**src/hw/rtl/pct_ram.sv**
```systemverilog
// generic single write port, single read port ram with registered read
`default_nettype none

module pct_ram #(
  parameter int WIDTH = 8,
  parameter int DEPTH = 256
) (
  input  wire logic                     clk,
  input  wire logic                     we,
  input  wire logic [$clog2(DEPTH)-1:0] waddr,
  input  wire logic [WIDTH-1:0]         wdata,
  input  wire logic                     re,
  input  wire logic [$clog2(DEPTH)-1:0] raddr,
  output      logic [WIDTH-1:0]         rdata
);

  logic [WIDTH-1:0] mem [DEPTH];

  always_ff @(posedge clk) begin
    if (we) begin
      mem[waddr] <= wdata;
    end
    if (re) begin
      rdata <= mem[raddr];
    end
  end

endmodule

`default_nettype wire
```
**config.mk**
```make
export PLATFORM = sky130hd
export DESIGN_NAME = pct_ram
export DESIGN_NICKNAME = d
export VERILOG_FILES = /design/src/hw/rtl/pct_ram.sv
export SDC_FILE = /design/constraint.sdc
export NUM_CORES = 2
export LEC_CHECK = 0
export ABC_AREA = 1
export ABC_CLOCK_PERIOD_IN_PS = 1470
export BUFFER_PORTS_ARGS = -buffer_cell sky130_fd_sc_hd__buf_2
export CORE_MARGIN = 10
export CORE_UTILIZATION = 51
export CTS_CLUSTER_DIAMETER = 60
export CTS_CLUSTER_SIZE = 28
export DETAILED_ROUTE_END_ITERATION = 10
export PLACE_DENSITY = 0.69
export SLEW_MARGIN = 0
export SYNTH_ARGS = -nofsm -noshare
export SYNTH_HDL_FRONTEND = slang
export SYNTH_SLANG_ARGS = --single-unit
```
**constraint.sdc**
```tcl
create_clock -name clk -period 1.47 [get_ports clk]
set_input_delay 0.0735 -clock clk [delete_from_list [all_inputs] [get_ports clk]]
set_output_delay 0.0735 -clock clk [all_outputs]
set_load 0.1 [all_outputs]
```
==> impl_metrics.tcl <==
set metrics [dict create \
    outcome "finished with violations" \
    violations "negative setup slack" \
    fin_crit_sh 1.20 \
    required_ns 1.40 \
    syn_area_mm2 0.0835 \
    p_sw_frac 0.242 \
    path_clk_slew_ns 0.09 \
    p_leak_nw 35.7 \
    layout-drive-gt1-share 0.197 \
    p_total_w 0.115 \
    whs_ns 0.0589 \
    cts_num_sinks 2056 \
    grt_pass1_vias 55100 \
    fin_nets 7486 \
    clkPwrFrac 0.355 \
    avgSynthCellArea_um2 11.9 \
    startpoint_type "flop" \
    setup-violations-final 16 \
    p_int_w 0.0873 \
    cp_num_buf_inv 1 \
    post-cts-setup-buffer-count 0 \
    place_worst_setup_slack_ns -0.997 \
    io_pins 35 \
    worst_pin_slew_ns 0.824 \
    core-area_mm2 0.163 \
    ys_ff_latch 2056 \
    avgViaCountPerCell 5.89 \
    endpoint_kind "output port" \
    rsz0062_at_grt "yes" \
    min_from "raddr[5]" \
    area_delta_synth_final_pct 19.4 \
    initial_core_util 0.513 \
    slowest_stage "edfxtp_1" \
    arrival_ns 1.68 \
    drv_slew 0 \
    ant_nets 0 \
    switching_power_w 0.0279 \
    p_comb_frac 0.084 \
    syn_inst 7003 \
    maxCapViolCount 0 \
    insertion_delay_ns 0.83 \
    routedWlPerCell_um 23.9 \
    worstReg2RegStart "mem[39][3]$_DFFE_PP_" \
    ys_seq_area_frac 0.740 \
    pwr-share-seq 0.561 \
    r2r_end "rdata[3]$_DFFE_PP_" \
    rrSetupSlack_ns -0.22 \
    dpl.hpwl_um 147000 \
    r2r_cells 10 \
    hold_depth 7 \
    hold_violations 0 \
    cp_cell_sequence "buf_12" \
    hold_class "input port to flop" \
    grt_pass1_wl_um 347000 \
    grt_overflow 0 \
    drtPass1Iterations 6 \
    post-route-util 0.613 \
    crit_path_max_fanout 1 \
    synth_nets 7030 \
    ys_types 13 \
    fin_skew_ns 0.0320 \
    max_slew_margin 0.451 \
    pwr_density_cell_mw_per_mm2 1160 \
    die_y_um 425 \
    dieArea_mm2 0.180 \
    route.detailed.drc 0 \
    num_rows 148 \
    cts_tree "built" \
    wl_um 233000 \
    cts_max_path_buffers 3 \
    max_clock_freq_mhz 569 \
    antenna_found_initial 5 \
    htreeDepth 4 \
    io_buffers 34 \
    critPathKind "flop to output port" \
    root_buffer "clkbuf_16" \
    setup_ws_ns -0.288 \
    holdPathEnd "rdata[6]$_DFFE_PP_" \
    peakVddDrop_v 0.00129 \
    period_minus_slack_ns 1.76 \
    grt.total_usage 0.253 \
    critical-path-max-stage-delay_ns 0.64 \
    die_w_um 425 \
    gp_congestion 0.918 \
    yosys_warnings 0 \
    vias 57500 \
    drt_iter0_drc 7128 \
    cts_made_buffers 134 \
    grt_max_degree 84 \
    setup-tns-final_ns -2.54 \
    path_delay_family "flip-flops" \
]
==> per-stage QoR <==
stage | area [um2] | cells
2_1_floorplan | 83600 | 7003
5_1_grt | 99700 | 9749
4_1_cts | 99000 | 9746
3_3_place_gp | 91900 | 9489
6_report | 99700 | 9750
3_5_place_dp | 91900 | 9489
==> repair_timing <==
item / in CTS / in global routing
setup endpoints to repair: 16 / 16
pin swaps: 181 / 66
gates resized for setup: 436 / 124
endpoints found under the hold margin: 1999 / 0
hold buffers: 10 / 0
==> synth_stat cells <==
master	instances	area, um2
buf_1	40	150
buf_2	268	1340
buf_4	46	345
buf_6	16	180
buf_8	1	15.0
clkbuf_1	112	420
edfxtp_1	2056	61700
inv_1	36	135
inv_2	2	7.51
inv_4	1	6.26
nand2_1	2123	7970
nand3_1	2019	10100
nor2_1	283	1060
==> per-layer routing <==
layer  GRT usage  part of all wire
met5           0                 0
met3      0.0422             0.098
met1       0.347              0.38
met4       0.109             0.047
met2       0.400              0.47
==> kinds of logic after synthesis <==
family,count (synthesis),synth area share
buf+inv,522,0.0312
flops,2056,0.740
simple gates,4425,0.229
==> layout make-up <==
class / count / area, um2
Inverter: 39 / 180
Timing Repair Buffer: 803 / 8250
Clock buffer: 142 / 3470
Tap cell: 2175 / 2720
Sequential cell: 2056 / 61700
Antenna cell: 4 / 10.0
Multi-Input combinational cell: 4425 / 22100
Fill cell: 12100 / 63100
Clock inverter: 106 / 1210
==> how the worst max path moves through the flow <==
stage / startpoint / to / slack [ns] / cells past startpoint
floorplan: we / mem[162][0]$_DFFE_PP_ / -0.09 / 4
global placement: raddr[0] / rdata[1]$_DFFE_PP_ / -1.01 / 15
detailed placement: raddr[0] / rdata[1]$_DFFE_PP_ / -1.0 / 14
CTS: rdata[6]$_DFFE_PP_ / rdata[6] / -0.31 / 1
global route: mem[127][3]$_DFFE_PP_ / rdata[3]$_DFFE_PP_ / -0.28 / 10
finish: rdata[6]$_DFFE_PP_ / rdata[6] / -0.29 / 1
==> worst register-to-register path, cell delays in order, from the launching register on <==
cell,delay [ns]
edfxtp_1,0.38
nand2_1,0.08
nand3_1,0.12
nand3_1,0.14
nand3_1,0.10
nand3_2,0.12
nand3_2,0.16
nand3_2,0.13
nand2_2,0.08
nand2_2,0.08
nand2_1,0.07
==> placed cells by master (no fill, tap or decap), drive strengths merged <==
master       netlist  routed
dlygate4sd3        0      10
bufinv             0       8
clkinv             0      35
nor2             283     283
nand2           2123    2123
nand3           2019    2019
clkbuf           112     142
clkinvlp           0      12
diode              0       4
edfxtp          2056    2056
inv               39      90
buf              371     793
==> power groups by stage <==
| stage | Combinational (W) | Sequential [W] | Clock (W) |
|---|---|---|---|
| finish | 0.00971 | 0.0646 | 0.0409 |
| global route | 0.0103 | 0.0646 | 0.0435 |
| CTS | 0.00938 | 0.0646 | 0.0414 |
| detailed placement | 0.00859 | 0.0660 | 0 |
| global placement | 0.00847 | 0.0660 | 0 |
| floorplan | 0.00405 | 0.0661 | 0 |
==> flip-flops by register name, summed over array words and instances (netlist names) <==
name and count:
mem 2048, rdata 8
No activity file was read; power rests on OpenSTA's default activity.
